**src/design/assert_macros.svh**
```systemverilog
// Assertion macros shared by the design modules.
`ifndef ASSERT_MACROS_SVH
`define ASSERT_MACROS_SVH

// Property checked at every clock edge outside reset.
`define ASSERT_ALWAYS(label, clk, rst_n, prop) \
	label: assert property (@(posedge clk) disable iff (!rst_n) (prop)) \
		else $error("assertion failed");

// Implication checked at every clock edge outside reset.
`define ASSERT_IMPLIES(label, clk, rst_n, ante, cons) \
	label: assert property (@(posedge clk) disable iff (!rst_n) (ante) |-> (cons)) \
		else $error("assertion failed");

`endif

```
**src/design/lkc_pkg.sv**
```systemverilog
// Types and constants of the keyed least-recently-used cache.
package lkc_pkg;

	localparam int NUM_ENTRIES = 16;
	localparam int IDX_W       = 4;
	localparam int CNT_W       = 5;
	localparam int KEY_W       = 32;
	localparam int HANDLE_W    = 32;
	localparam int CMD_W       = 3;
	localparam int STATUS_W    = 2;

	localparam logic [CMD_W-1:0] CMD_ADD    = 3'd0;
	localparam logic [CMD_W-1:0] CMD_GET    = 3'd1;
	localparam logic [CMD_W-1:0] CMD_PROBE  = 3'd2;
	localparam logic [CMD_W-1:0] CMD_REMOVE = 3'd3;
	localparam logic [CMD_W-1:0] CMD_CLEAR  = 3'd4;

	localparam logic [STATUS_W-1:0] ST_OK   = 2'd0;
	localparam logic [STATUS_W-1:0] ST_MISS = 2'd1;
	localparam logic [STATUS_W-1:0] ST_NULL = 2'd2;

	typedef struct packed {
		logic [CMD_W-1:0]    command;
		logic [KEY_W-1:0]    key;
		logic [HANDLE_W-1:0] value;
	} req_t;

	typedef struct packed {
		logic [STATUS_W-1:0] status;
		logic [HANDLE_W-1:0] value_out;
		logic                evicted;
		logic [KEY_W-1:0]    evicted_key;
		logic [CNT_W-1:0]    occupancy;
	} rsp_t;

	// Operation after classification by the front end.
	typedef enum logic [2:0] {
		OP_ADD,
		OP_GET,
		OP_PROBE,
		OP_REMOVE,
		OP_CLEAR,
		OP_NULL,
		OP_NOP
	} op_t;

	typedef struct packed {
		op_t                 op;
		logic [KEY_W-1:0]    key;
		logic [HANDLE_W-1:0] value;
	} job_t;

endpackage

```
**src/design/lkc_front.sv**
```systemverilog
// Front end: accepts items, classifies the command and queues jobs for the engine.
module lkc_front (
	input  logic             clk,
	input  logic             arst_n,
	input  logic             req_valid,
	output logic             req_ready,
	input  lkc_pkg::req_t    req,
	output logic             job_valid,
	input  logic             job_ready,
	output lkc_pkg::job_t    job
);

	`include "assert_macros.svh"

	lkc_pkg::job_t slot_q [2];
	logic          wr_ptr_q;
	logic          rd_ptr_q;
	logic [1:0]    cnt_q;
	lkc_pkg::job_t cls;
	logic          push;
	logic          pop;

	always_comb begin
		cls.key   = req.key;
		cls.value = req.value;
		unique case (req.command)
			lkc_pkg::CMD_ADD: begin
				cls.op = (req.value == '0) ? lkc_pkg::OP_NULL : lkc_pkg::OP_ADD;
			end
			lkc_pkg::CMD_GET:    cls.op = lkc_pkg::OP_GET;
			lkc_pkg::CMD_PROBE:  cls.op = lkc_pkg::OP_PROBE;
			lkc_pkg::CMD_REMOVE: cls.op = lkc_pkg::OP_REMOVE;
			lkc_pkg::CMD_CLEAR:  cls.op = lkc_pkg::OP_CLEAR;
			default:             cls.op = lkc_pkg::OP_NOP;
		endcase
	end

	assign req_ready = (cnt_q != 2'd2);
	assign job_valid = (cnt_q != 2'd0);
	assign job       = slot_q[rd_ptr_q];
	assign push      = req_valid && req_ready;
	assign pop       = job_valid && job_ready;

	always_ff @(posedge clk) begin
		if (push) begin
			slot_q[wr_ptr_q] <= cls;
		end
	end

	always_ff @(posedge clk or negedge arst_n) begin
		if (!arst_n) begin
			wr_ptr_q <= 1'b0;
			rd_ptr_q <= 1'b0;
			cnt_q    <= 2'd0;
		end else begin
			if (push) begin
				wr_ptr_q <= ~wr_ptr_q;
			end
			if (pop) begin
				rd_ptr_q <= ~rd_ptr_q;
			end
			cnt_q <= cnt_q + {1'b0, push} - {1'b0, pop};
		end
	end

	`ASSERT_ALWAYS(a_queue_bound, clk, arst_n, cnt_q <= 2'd2)

endmodule

```
**src/design/lkc_engine.sv**
```systemverilog
// Back end: sequencer that trims, looks up and updates the cache entries.
module lkc_engine (
	input  logic                      clk,
	input  logic                      arst_n,
	input  logic                      cfg_valid,
	output logic                      cfg_ready,
	input  logic [lkc_pkg::CNT_W-1:0] cfg_data,
	input  logic                      job_valid,
	output logic                      job_ready,
	input  lkc_pkg::job_t             job,
	output logic                      rsp_valid,
	input  logic                      rsp_ready,
	output lkc_pkg::rsp_t             rsp
);

	`include "assert_macros.svh"

	localparam int N = lkc_pkg::NUM_ENTRIES;

	typedef enum logic [1:0] {S_IDLE, S_TRIM, S_EXEC, S_INS} state_t;
	typedef enum logic [2:0] {ACT_NONE, ACT_DROP, ACT_REF, ACT_INS, ACT_CLR} act_t;

	state_t                            state_q, state_d;
	logic [lkc_pkg::CNT_W-1:0]         cap_q;
	logic [lkc_pkg::KEY_W-1:0]         key_q [N];
	logic [lkc_pkg::HANDLE_W-1:0]      val_q [N];
	logic [N-1:0]                      valid_q, valid_d;
	logic [lkc_pkg::IDX_W-1:0]         rank_q [N];
	logic [lkc_pkg::IDX_W-1:0]         rank_d [N];
	logic [lkc_pkg::CNT_W-1:0]         count_q, count_d;
	lkc_pkg::job_t                     job_q, job_d;
	logic                              hit_q, hit_d;
	logic [lkc_pkg::IDX_W-1:0]         hidx_q, hidx_d;
	logic                              ev_q, ev_d;
	logic [lkc_pkg::KEY_W-1:0]         evkey_q, evkey_d;
	lkc_pkg::rsp_t                     rsp_q, rsp_d;
	logic                              rsp_valid_q, rsp_valid_d;

	logic [lkc_pkg::CNT_W-1:0]         eff_cap;
	logic [N-1:0]                      match;
	logic                              hit_any;
	logic [lkc_pkg::IDX_W-1:0]         hit_idx;
	logic [lkc_pkg::IDX_W-1:0]         old_idx;
	logic [lkc_pkg::IDX_W-1:0]         free_idx;
	act_t                              act;
	logic [lkc_pkg::IDX_W-1:0]         act_idx;
	logic                              wr_en;

	assign cfg_ready = 1'b1;
	assign rsp_valid = rsp_valid_q;
	assign rsp       = rsp_q;
	assign eff_cap   = (cap_q > lkc_pkg::CNT_W'(N)) ? lkc_pkg::CNT_W'(N) : cap_q;

	// Parallel key compare and the searches for the oldest and a free entry.
	always_comb begin
		hit_any  = 1'b0;
		hit_idx  = '0;
		old_idx  = '0;
		free_idx = '0;
		for (int i = N - 1; i >= 0; i--) begin
			match[i] = valid_q[i] && (key_q[i] == job_q.key);
			if (match[i]) begin
				hit_any = 1'b1;
				hit_idx = lkc_pkg::IDX_W'(i);
			end
			if (valid_q[i] && ({1'b0, rank_q[i]} == count_q - 1'b1)) begin
				old_idx = lkc_pkg::IDX_W'(i);
			end
			if (!valid_q[i]) begin
				free_idx = lkc_pkg::IDX_W'(i);
			end
		end
	end

	always_comb begin
		state_d     = state_q;
		job_d       = job_q;
		hit_d       = hit_q;
		hidx_d      = hidx_q;
		ev_d        = ev_q;
		evkey_d     = evkey_q;
		rsp_d       = rsp_q;
		rsp_valid_d = rsp_valid_q && !rsp_ready;
		job_ready   = 1'b0;
		act         = ACT_NONE;
		act_idx     = hidx_q;
		wr_en       = 1'b0;
		rsp_d.status    = lkc_pkg::ST_OK;
		rsp_d.value_out = '0;
		rsp_d.evicted   = ev_q;
		rsp_d.evicted_key = evkey_q;

		unique case (state_q)
			S_IDLE: begin
				if (job_valid && !rsp_valid_q) begin
					job_ready = 1'b1;
					job_d     = job;
					ev_d      = 1'b0;
					evkey_d   = '0;
					state_d   = S_TRIM;
				end
			end
			S_TRIM: begin
				// Entries beyond a lowered capacity go first, one per cycle.
				if (count_q > eff_cap) begin
					act     = ACT_DROP;
					act_idx = old_idx;
					ev_d    = 1'b1;
					evkey_d = key_q[old_idx];
				end else begin
					hit_d   = hit_any;
					hidx_d  = hit_idx;
					state_d = S_EXEC;
				end
			end
			S_EXEC: begin
				state_d     = S_IDLE;
				rsp_valid_d = 1'b1;
				unique case (job_q.op)
					lkc_pkg::OP_ADD: begin
						if (hit_q) begin
							act   = ACT_REF;
							wr_en = 1'b1;
						end else begin
							rsp_valid_d = 1'b0;
							state_d     = S_INS;
							if (count_q >= eff_cap) begin
								act     = ACT_DROP;
								act_idx = old_idx;
								ev_d    = 1'b1;
								evkey_d = key_q[old_idx];
							end
						end
					end
					lkc_pkg::OP_GET: begin
						if (hit_q) begin
							act             = ACT_REF;
							rsp_d.value_out = val_q[hidx_q];
						end else begin
							rsp_d.status = lkc_pkg::ST_MISS;
						end
					end
					lkc_pkg::OP_PROBE: begin
						rsp_d.status = hit_q ? lkc_pkg::ST_OK : lkc_pkg::ST_MISS;
					end
					lkc_pkg::OP_REMOVE: begin
						if (hit_q) begin
							act = ACT_DROP;
						end else begin
							rsp_d.status = lkc_pkg::ST_MISS;
						end
					end
					lkc_pkg::OP_CLEAR: act = ACT_CLR;
					lkc_pkg::OP_NULL:  rsp_d.status = lkc_pkg::ST_NULL;
					default: ;
				endcase
			end
			S_INS: begin
				act         = ACT_INS;
				act_idx     = free_idx;
				wr_en       = 1'b1;
				rsp_valid_d = 1'b1;
				state_d     = S_IDLE;
			end
			default: state_d = S_IDLE;
		endcase

		// Recency update: one action per cycle on the whole rank vector.
		valid_d = valid_q;
		count_d = count_q;
		for (int i = 0; i < N; i++) begin
			rank_d[i] = rank_q[i];
			unique case (act)
				ACT_DROP: begin
					if (valid_q[i] && (rank_q[i] > rank_q[act_idx])) begin
						rank_d[i] = rank_q[i] - 1'b1;
					end
				end
				ACT_REF: begin
					if (valid_q[i] && (rank_q[i] < rank_q[act_idx])) begin
						rank_d[i] = rank_q[i] + 1'b1;
					end
				end
				ACT_INS: begin
					if (valid_q[i]) begin
						rank_d[i] = rank_q[i] + 1'b1;
					end
				end
				ACT_CLR: rank_d[i] = '0;
				default: ;
			endcase
		end
		unique case (act)
			ACT_DROP: begin
				valid_d[act_idx] = 1'b0;
				rank_d[act_idx]  = '0;
				count_d          = count_q - 1'b1;
			end
			ACT_REF: rank_d[act_idx] = '0;
			ACT_INS: begin
				valid_d[act_idx] = 1'b1;
				rank_d[act_idx]  = '0;
				count_d          = count_q + 1'b1;
			end
			ACT_CLR: begin
				valid_d = '0;
				count_d = '0;
			end
			default: ;
		endcase
		rsp_d.occupancy = count_d;
		if (!(rsp_valid_d && !rsp_valid_q)) begin
			rsp_d = rsp_q;
		end
	end

	always_ff @(posedge clk) begin
		if (wr_en) begin
			key_q[act_idx] <= job_q.key;
			val_q[act_idx] <= job_q.value;
		end
	end

	always_ff @(posedge clk or negedge arst_n) begin
		if (!arst_n) begin
			state_q     <= S_IDLE;
			cap_q       <= lkc_pkg::CNT_W'(N);
			valid_q     <= '0;
			count_q     <= '0;
			rsp_valid_q <= 1'b0;
			hit_q       <= 1'b0;
			hidx_q      <= '0;
			ev_q        <= 1'b0;
			evkey_q     <= '0;
			job_q       <= '0;
			rsp_q       <= '0;
			for (int i = 0; i < N; i++) begin
				rank_q[i] <= '0;
			end
		end else begin
			state_q     <= state_d;
			valid_q     <= valid_d;
			count_q     <= count_d;
			rsp_valid_q <= rsp_valid_d;
			hit_q       <= hit_d;
			hidx_q      <= hidx_d;
			ev_q        <= ev_d;
			evkey_q     <= evkey_d;
			job_q       <= job_d;
			rsp_q       <= rsp_d;
			for (int i = 0; i < N; i++) begin
				rank_q[i] <= rank_d[i];
			end
			if (cfg_valid && (cfg_data != '0)) begin
				cap_q <= cfg_data;
			end
		end
	end

	`ASSERT_ALWAYS(a_count_matches_valid, clk, arst_n, lkc_pkg::CNT_W'($countones(valid_q)) == count_q)
	`ASSERT_IMPLIES(a_insert_has_room, clk, arst_n, state_q == S_INS, valid_q != '1)
	`ASSERT_IMPLIES(a_trim_before_exec, clk, arst_n, state_q == S_EXEC, count_q <= eff_cap)

endmodule

```
**src/design/lru_keyed_cache.sv**
```systemverilog
// Top level of the keyed least-recently-used cache.
//   channel | direction | handshake             | payload
//   req     | in        | req_valid / req_ready | command, key, value
//   rsp     | out       | rsp_valid / rsp_ready | status, value_out, evicted, evicted_key, occupancy
//   cfg     | in        | cfg_valid / cfg_ready | capacity
// After its request is accepted, a result passes the states S_TRIM and S_EXEC, and S_INS
// as well for an add of a new key; S_TRIM drops entries evicted after a capacity cut one at
// a time, and the engine's sequencer does one rank update per cycle. The engine takes its
// next item the cycle after a result is accepted, not before. A two-item queue keeps the
// request side moving while a result waits. Reset empties the cache and sets capacity to
// sixteen.
module lru_keyed_cache (
	input  logic                      clk,
	input  logic                      arst_n,
	input  logic                      req_valid,
	output logic                      req_ready,
	input  lkc_pkg::req_t             req,
	output logic                      rsp_valid,
	input  logic                      rsp_ready,
	output lkc_pkg::rsp_t             rsp,
	input  logic                      cfg_valid,
	output logic                      cfg_ready,
	input  logic [lkc_pkg::CNT_W-1:0] cfg_data
);

	logic          job_valid;
	logic          job_ready;
	lkc_pkg::job_t job;

	lkc_front u_front (
		.clk       (clk),
		.arst_n    (arst_n),
		.req_valid (req_valid),
		.req_ready (req_ready),
		.req       (req),
		.job_valid (job_valid),
		.job_ready (job_ready),
		.job       (job)
	);

	lkc_engine u_engine (
		.clk       (clk),
		.arst_n    (arst_n),
		.cfg_valid (cfg_valid),
		.cfg_ready (cfg_ready),
		.cfg_data  (cfg_data),
		.job_valid (job_valid),
		.job_ready (job_ready),
		.job       (job),
		.rsp_valid (rsp_valid),
		.rsp_ready (rsp_ready),
		.rsp       (rsp)
	);

endmodule
```
**config.mk**
```make
export PLATFORM = sky130hd
export DESIGN_NAME = lru_keyed_cache
export DESIGN_NICKNAME = d
export VERILOG_FILES = /design/src/design/lkc_pkg.sv /design/src/design/lkc_front.sv /design/src/design/lkc_engine.sv /design/src/design/lru_keyed_cache.sv
export VERILOG_INCLUDE_DIRS = /design/src /design/src/design
export SDC_FILE = /design/constraint.sdc
export NUM_CORES = 2
export LEC_CHECK = 0
export ABC_AREA = 0
export BUFFER_PORTS_ARGS = -buffer_cell sky130_fd_sc_hd__buf_2
export CORE_UTILIZATION = 30
export CTS_BUF_LIST = sky130_fd_sc_hd__clkbuf_4 sky130_fd_sc_hd__clkbuf_8
export DETAILED_ROUTE_END_ITERATION = 8
export SYNTH_ARGS = -nofsm -noshare
export SYNTH_HDL_FRONTEND = slang
export SYNTH_SLANG_ARGS = --single-unit
```
**constraint.sdc**
```tcl
create_clock -name clk -period 6.97 [get_ports clk]
set_clock_uncertainty 0.05 [all_clocks]
set_input_delay 0.697 -clock clk [delete_from_list [all_inputs] [get_ports clk]]
set_output_delay 0.697 -clock clk [all_outputs]
set_load 0.02 [all_outputs]
```
== Word level (Yosys, flattened, before mapping) ==
Memories as Yosys holds them, arrays and structs flattened. A register that Yosys moved wholly into a read port is not among the register bits.
Cells that the tools add are included.

* Register bits after elaboration: 207
* Memories: 3
* Output and inout bits: 75
* Bits in read-only memories: 0
* Bits of input ports: 77
* RAM bits: 1,158
* Bits in latches: 0

* Shifts and indexed selects: 0
* Add/subtract/negate cells: 36
* Multipliers: 0
* Order comparisons: 39
* Reduce and logical (&&, ||, !) cells: 89
* Bitwise operators: 9
* Mux-type cells: 186
* Divide/modulo/power cells: 0
* Equal/unequal tests: 55

{| class="wikitable"
|+ Memories
! memory !! words !! bits a word !! rd ports !! clocked after memory_dff !! wr ports !! line !! source
|-
| u_engine.key_q || 16 || 32 || 17 || 0 || 1 || lkc_engine.sv:25 || <nowiki>logic [lkc_pkg::KEY_W-1:0] key_q [N];</nowiki>
|-
| u_engine.val_q || 16 || 32 || 1 || 0 || 1 || lkc_engine.sv:26 || <nowiki>logic [lkc_pkg::HANDLE_W-1:0] val_q [N];</nowiki>
|-
| u_front.slot_q || 2 || 67 || 1 || 1 || 1 || lkc_front.sv:15 || <nowiki>lkc_pkg::job_t slot_q [2];</nowiki>
|}

{| class="wikitable"
|+ Operators with widths
! kind !! count
|-
| $eq A32 B32 Y1 || 16
|-
| $mux W4 || 103
|-
| $pmux W4 S4 || 16
|-
| $mux W32 || 7
|-
| $pmux W32 S3 || 1
|-
| $eq A4 B5 Y1 || 16
|-
| $logic_and A1 B1 Y1 || 72
|-
| $add A4 B1 Y4 const B || 16
|-
| $and A64 B64 Y64 || 1
|-
| $gt A4 B4 Y1 || 16
|-
| $lt A4 B4 Y1 || 16
|-
| $mux W64 || 1
|-
| $not A64 Y64 || 1
|-
| $sub A4 B1 Y4 const B || 16
|-
| $pmux W16 S3 || 1
|-
| $mux W1 || 35
|-
| $mux W34 || 1
|-
| $logic_not A32 Y1 || 1
|-
| $eq A3 B2 Y1 const B || 6
|-
| $and A16 B16 Y16 || 1
|-
| $bmux W4 S4 || 1
|-
| $demux W4 S4 || 1
|-
| $not A16 Y16 || 1
|-
| $or A16 B16 Y16 || 1
|-
| 41 further kinds || 67
|}

== Depth between registers and ports, before layout ==
* Depth after elaboration: 33
* Depth in mapped cells: 31

== Hierarchy ==
Synthesis repeated with hierarchy kept, for this count alone.

* Cells, all modules: 5,026
* Area total of the unflattened synthesis: 67,203.2 um^2

{| class="wikitable"
|+ Modules (own cells, without submodules)
! module !! area each (um^2) !! cells an instance !! sequential area each (um^2) !! instances
|-
| lkc_engine || 61,948.2 || 4,783 || 37,507.2 || 1
|-
| lkc_front || 5,255.0 || 243 || 4,124.0 || 1
|}

== Least setup slack after synthesis ==
No wires, ideal clock.

* Path type: reg2reg
* From: reg u_engine.count_q[0] in the netlist's numbering
* To: mem u_engine.key_q[15][0] in the netlist's numbering (enable)
* Setup slack: 217 ps
* Cell stages (with the launch flop): 19
* Setup time: 486 ps
* Period minus slack after synthesis: 6,753 ps
* Data required time: 6,434 ps
* Arrival: 6,217 ps
* Path through: dfrtp_1 buf_6 buf_6 inv_1 ha_1 buf_2 buf_4 xor2_1 nand3_1 nor4b_4 a211oi_1 o31ai_1 a31oi_1 buf_2 o22a_1 o21ai_2 nand2_1 clkbuf_1 nor2_1

* Cells in the longest elaborated chain, start to end: 23
* Elaborated cells between the ends (all ways): 56

{| class="wikitable"
|+ RTL lines
! item !! line !! source
|-
| start, declared || lkc_engine.sv:30 || <nowiki>logic [lkc_pkg::CNT_W-1:0] count_q, count_d;</nowiki>
|-
| start signal, assigned || lkc_engine.sv:243 || <nowiki>count_q <= count_d;</nowiki>
|-
| $sub A5 B1 Y5 || lkc_engine.sv:66 || <nowiki>if (valid_q[i] && ({1'b0, rank_q[i]} == count_q - 1'b1)) begin</nowiki>
|-
| $eq A4 B5 Y1 || lkc_engine.sv:66 ||
|-
| $logic_and A1 B1 Y1 || lkc_engine.sv:66 ||
|-
| $mux W4 (16 in series) || lkc_engine.sv:66 ||
|-
| $mux W4 || lkc_engine.sv:127 || <nowiki>if (count_q >= eff_cap) begin</nowiki>
|-
| $mux W4 || lkc_engine.sv:121 || <nowiki>if (hit_q) begin</nowiki>
|-
| $mux W4 || lkc_engine.sv:119 || <nowiki>unique case (job_q.op)</nowiki>
|-
| $pmux W4 S3 (*) || lkc_engine.sv:93 || <nowiki>unique case (state_q)</nowiki>
|-
| end, declared || lkc_engine.sv:25 ||
|}

Every way passes the cells marked *; elsewhere a longest branch is shown, timed or not.

==> flow_summary.json <==
{
  "routed_wl_mm": 229,
  "numCtsBuffers": 233,
  "intPower_mw": 17.6,
  "power.density_nw_per_um2": 357,
  "sw_frac_of_total_pct": 37.3,
  "worstHoldEndpoint": "u_engine.cap_q[4]",
  "clk_pin_slew_ns": 0.06,
  "setup_violations": 0,
  "start_util_pct": 30.2,
  "grt_pass1_wl_mm": 327,
  "critPathLaunchType": "register",
  "synthDistinctLibCells": 90,
  "clock-root-buffer": "clkbuf_8",
  "drtIter0Drc": 4777,
  "synth_cells": 5023,
  "io_buffers": 150,
  "power.switching_mw": 10.5,
  "clock_power_share_pct": 28.3,
  "htree_levels": 4,
  "r2r_setup_slack_ns": 0.43,
  "fin_crit_sh_pct": 93.8,
  "final_common_cell": "edfxtp_1",
  "antenna_found_initial": 11,
  "critPathMaxFanout": 16,
  "drtPass1Iterations": 9,
  "yosysSeqAreaShare_pct": 61.3,
  "ant_nets": 0,
  "status": "finished with violations",
  "cts.sinks": 1432,
  "fin_setup_tns_ns": 0,
  "maxSlewViolCount": 0,
  "ys_ff_latch": 1432,
  "hold_start": "cfg_valid",
  "peakVddDrop_mv": 0.238,
  "violations": "DRC",
  "worstHoldPathType": "input port to register",
  "synth_area_leader_cell": "edfxtp_1",
  "drc": 20,
  "dp.cells": 8046,
  "min_path_cells": 3,
  "grt_pass1_vias": 45100,
  "hold_viol": 0,
  "required_ns": 7.82,
  "arrival_ns": 7.39,
  "die_h_um": 478,
  "cts_tree": "done",
  "p_seq_share_pct": 42.1,
  "worstSkewPairLatency_ns": 1.05,
  "wire_per_inst_um": 26.7,
  "netlist.area_leader.share_pct": 51.2,
  "num-nets-final": 5555,
  "crit_type": "register to register",
  "core_sq_um": 225000,
  "rr_worst_depth": 24,
  "r2r-end": "u_engine.rank_q[42]",
  "syn_area_sq_um": 67900,
  "io_pins": 152,
  "dpl.hpwl_mm": 155,
  "max_freq_ghz": 0.153,
  "final.min_clock_period_ns": 6.54,
  "dieArea_sq_um": 228000,
  "yosys_warnings": 0,
  "clk_path_buf_depth": 3,
  "syn_nets": 5210,
  "gp_congestion": 0.957,
  "rsz0062_at_grt": "no",
  "layout_common_cells": "1158 x edfxtp_1, 530 x nand2_1, 366 x xor2_1",
  "avgSynthCellArea_sq_um": 13.5,
  "r2r-start": "u_engine.count_q[0]",
  "drv_cap": 0,
  "p_leak_nw": 28.5,
  "comb_power_share_pct": 29.6,
  "tightest_slew_ns": 1.27,
  "synth_ff_type": "edfxtp_1",
  "area_delta_synth_final_pct": 16.3,
  "grt_usage_pct": 19.7,
  "via_count": 45500,
  "slew_headroom_pct": 14.4,
  "grt_max_degree": 101,
  "grt_overflow": 0,
  "cp-end-kind": "register",
  "rows": 174,
  "final_layout_size_suffix_gt1_share_pct": 17.6,
  "synth_edf_count": 1158,
  "layoutNonFillerInstCount": 8572,
  "synthArstFlopShare_pct": 19.1,
  "vias_per_cell": 5.30,
  "dieWidth_um": 478,
  "synth_area_leaders": "edfxtp_1 51%, dfrtp_1 10%, mux4_2 5.4%"
}
-- layer usage --
layer | vias up | wire length, um | GRT usage (%)
met3 | 396 | 16400 | 3.54
li1 | 19800 | - | -
met5 | - | 31 | 0
met1 | 23400 | 99100 | 27.1
met2 | 1934 | 104000 | 30.3
met4 | 4 | 9900 | 8.35
-- power by group through the flow --
| stage | Sequential [mW] | Combinational (mW) | Clock (mW) |
|---|---|---|---|
| 2_1_floorplan | 11.7 | 4.74 | 0 |
| 3_3_place_gp | 11.9 | 8.19 | 0 |
| 3_5_place_dp | 12.0 | 8.22 | 0 |
| 4_1_cts | 11.8 | 8.28 | 8.14 |
| 5_1_grt | 11.9 | 8.83 | 8.48 |
| 6_report | 11.8 | 8.34 | 7.96 |
-- worst max-delay path, cell delays in order (launching register included) --
cell and delay, ns:
dfrtp_1 0.37, inv_1 0.11, ha_1 0.32, nor3b_4 0.35, xor2_4 0.35, buf_4 0.25
nor4b_1 0.12, or4_4 0.62, a2111oi_4 0.25, a211o_2 0.31, buf_4 0.26, a211oi_1 0.10
a211oi_1 0.36, a31oi_1 0.07, a211o_1 0.31, buf_4 0.23, ha_1 0.32, nor2b_1 0.13
o21a_1 0.16, o21ai_0 0.15, nand2b_1 0.11, or3_1 0.35, a21boi_0 0.38, a211oi_1 0.14
a211oi_1 0.22
-- through the flow --
stage | power, mW | setup slack, ns | hold WS, ns | util [%] | instance area, sq um
2_1_floorplan | 16.5 | 0.217 | 0.351 | - | 67900
3_3_place_gp | 20.1 | 0.613 | 0.409 | 32.4 | 72900
3_5_place_dp | 20.2 | 0.498 | 0.410 | 32.4 | 72900
4_1_cts | 28.2 | 0.459 | 0.0333 | 35.1 | 78900
5_1_grt | 29.3 | 0.0344 | 0.0787 | 35.1 | 78900
6_report | 28.1 | 0.432 | 0.134 | 35.1 | 78900
-- worst max path at each step --
stage / start / endpoint / slack (ns) / cells past startpoint
final: u_engine.count_q[0] / u_engine.rank_q[42] / 0.43 / 24
after CTS: u_engine.count_q[0] / u_engine.rank_q[58] / 0.46 / 24
after floorplan: u_engine.count_q[0] / u_engine.key_q[15][0] / 0.22 / 18
after detailed placement: u_engine.count_q[0] / u_engine.rank_q[42] / 0.50 / 24
after global placement: u_engine.count_q[0] / u_engine.rank_q[15] / 0.61 / 25
after global routing: u_engine.count_q[0] / u_engine.rank_q[30] / 0.03 / 24
-- cells by family (layout without fill, tap and decap cells) --
family                     count (synthesis)  in the layout  synth area share (%)
and+or+nand+nor                         1346           1346                  9.79
muxes                                    437            437                  9.44
adders and majority gates                110            110                  2.03
DFF                                     1432           1432                  61.3
buffers and inverters                    389            941                  2.37
xor gates and xnor gates                 588            588                  7.95
other                                      1              6               0.00552
AOI/OAI and AO/OA                        720            720                  7.09
-- layout make-up --
class | count | area [sq um]
Antenna cell | 5 | 12.5
Clock buffer | 349 | 4320
Clock inverter | 93 | 846
Fill cell | 21700 | 146000
Inverter | 100 | 375
Multi-Input combinational cell | 3202 | 24900
Sequential cell | 1432 | 41700
Tap cell | 2992 | 3740
Timing Repair Buffer | 399 | 3080
-- repair_timing --
item,in CTS,in global routing
endpoints found under the hold margin,207,0
buffers inserted,0,0
setup endpoints to repair,0,6
hold buffers,79,0
gates resized for setup,0,3
-- sequential cells by signal (all words and copies together) (netlist names), 16 cells and up --
| name | cells |
|---|---|
| u_front.slot_q | 134 |
| u_engine.job_q | 67 |
| u_engine.valid_q | 16 |
| u_engine.key_q | 512 |
| u_engine.rsp | 72 |
| u_engine.evkey_q | 32 |
| u_engine.rank_q | 64 |
| u_engine.val_q | 512 |
-- cell usage after synthesis (13+ instances only) --
cell type  count
xor2_1       366
inv_1        100
nor3_1        73
a22oi_1       31
a211oi_1      46
o2111ai_1     13
and3_1        21
a311oi_1      22
xnor2_1      204
edfxtp_1    1158
mux2i_1      271
nand2_1      531
xnor3_1       16
nor2b_1       28
nand2b_1      63
a21oi_1      168
ha_1         110
o21ai_0      199
buf_1         37
dfrtp_1      273
a221oi_1      79
or4_1         34
nand4_1       83
buf_2         37
clkbuf_1     196
a31oi_1       14
nand3_1       49
a32o_1        30
nand4b_1      19
mux4_2       162
nor2_1       247
a32oi_1       30
nor4_1       114
No activity file was read; power rests on OpenSTA's default activity.
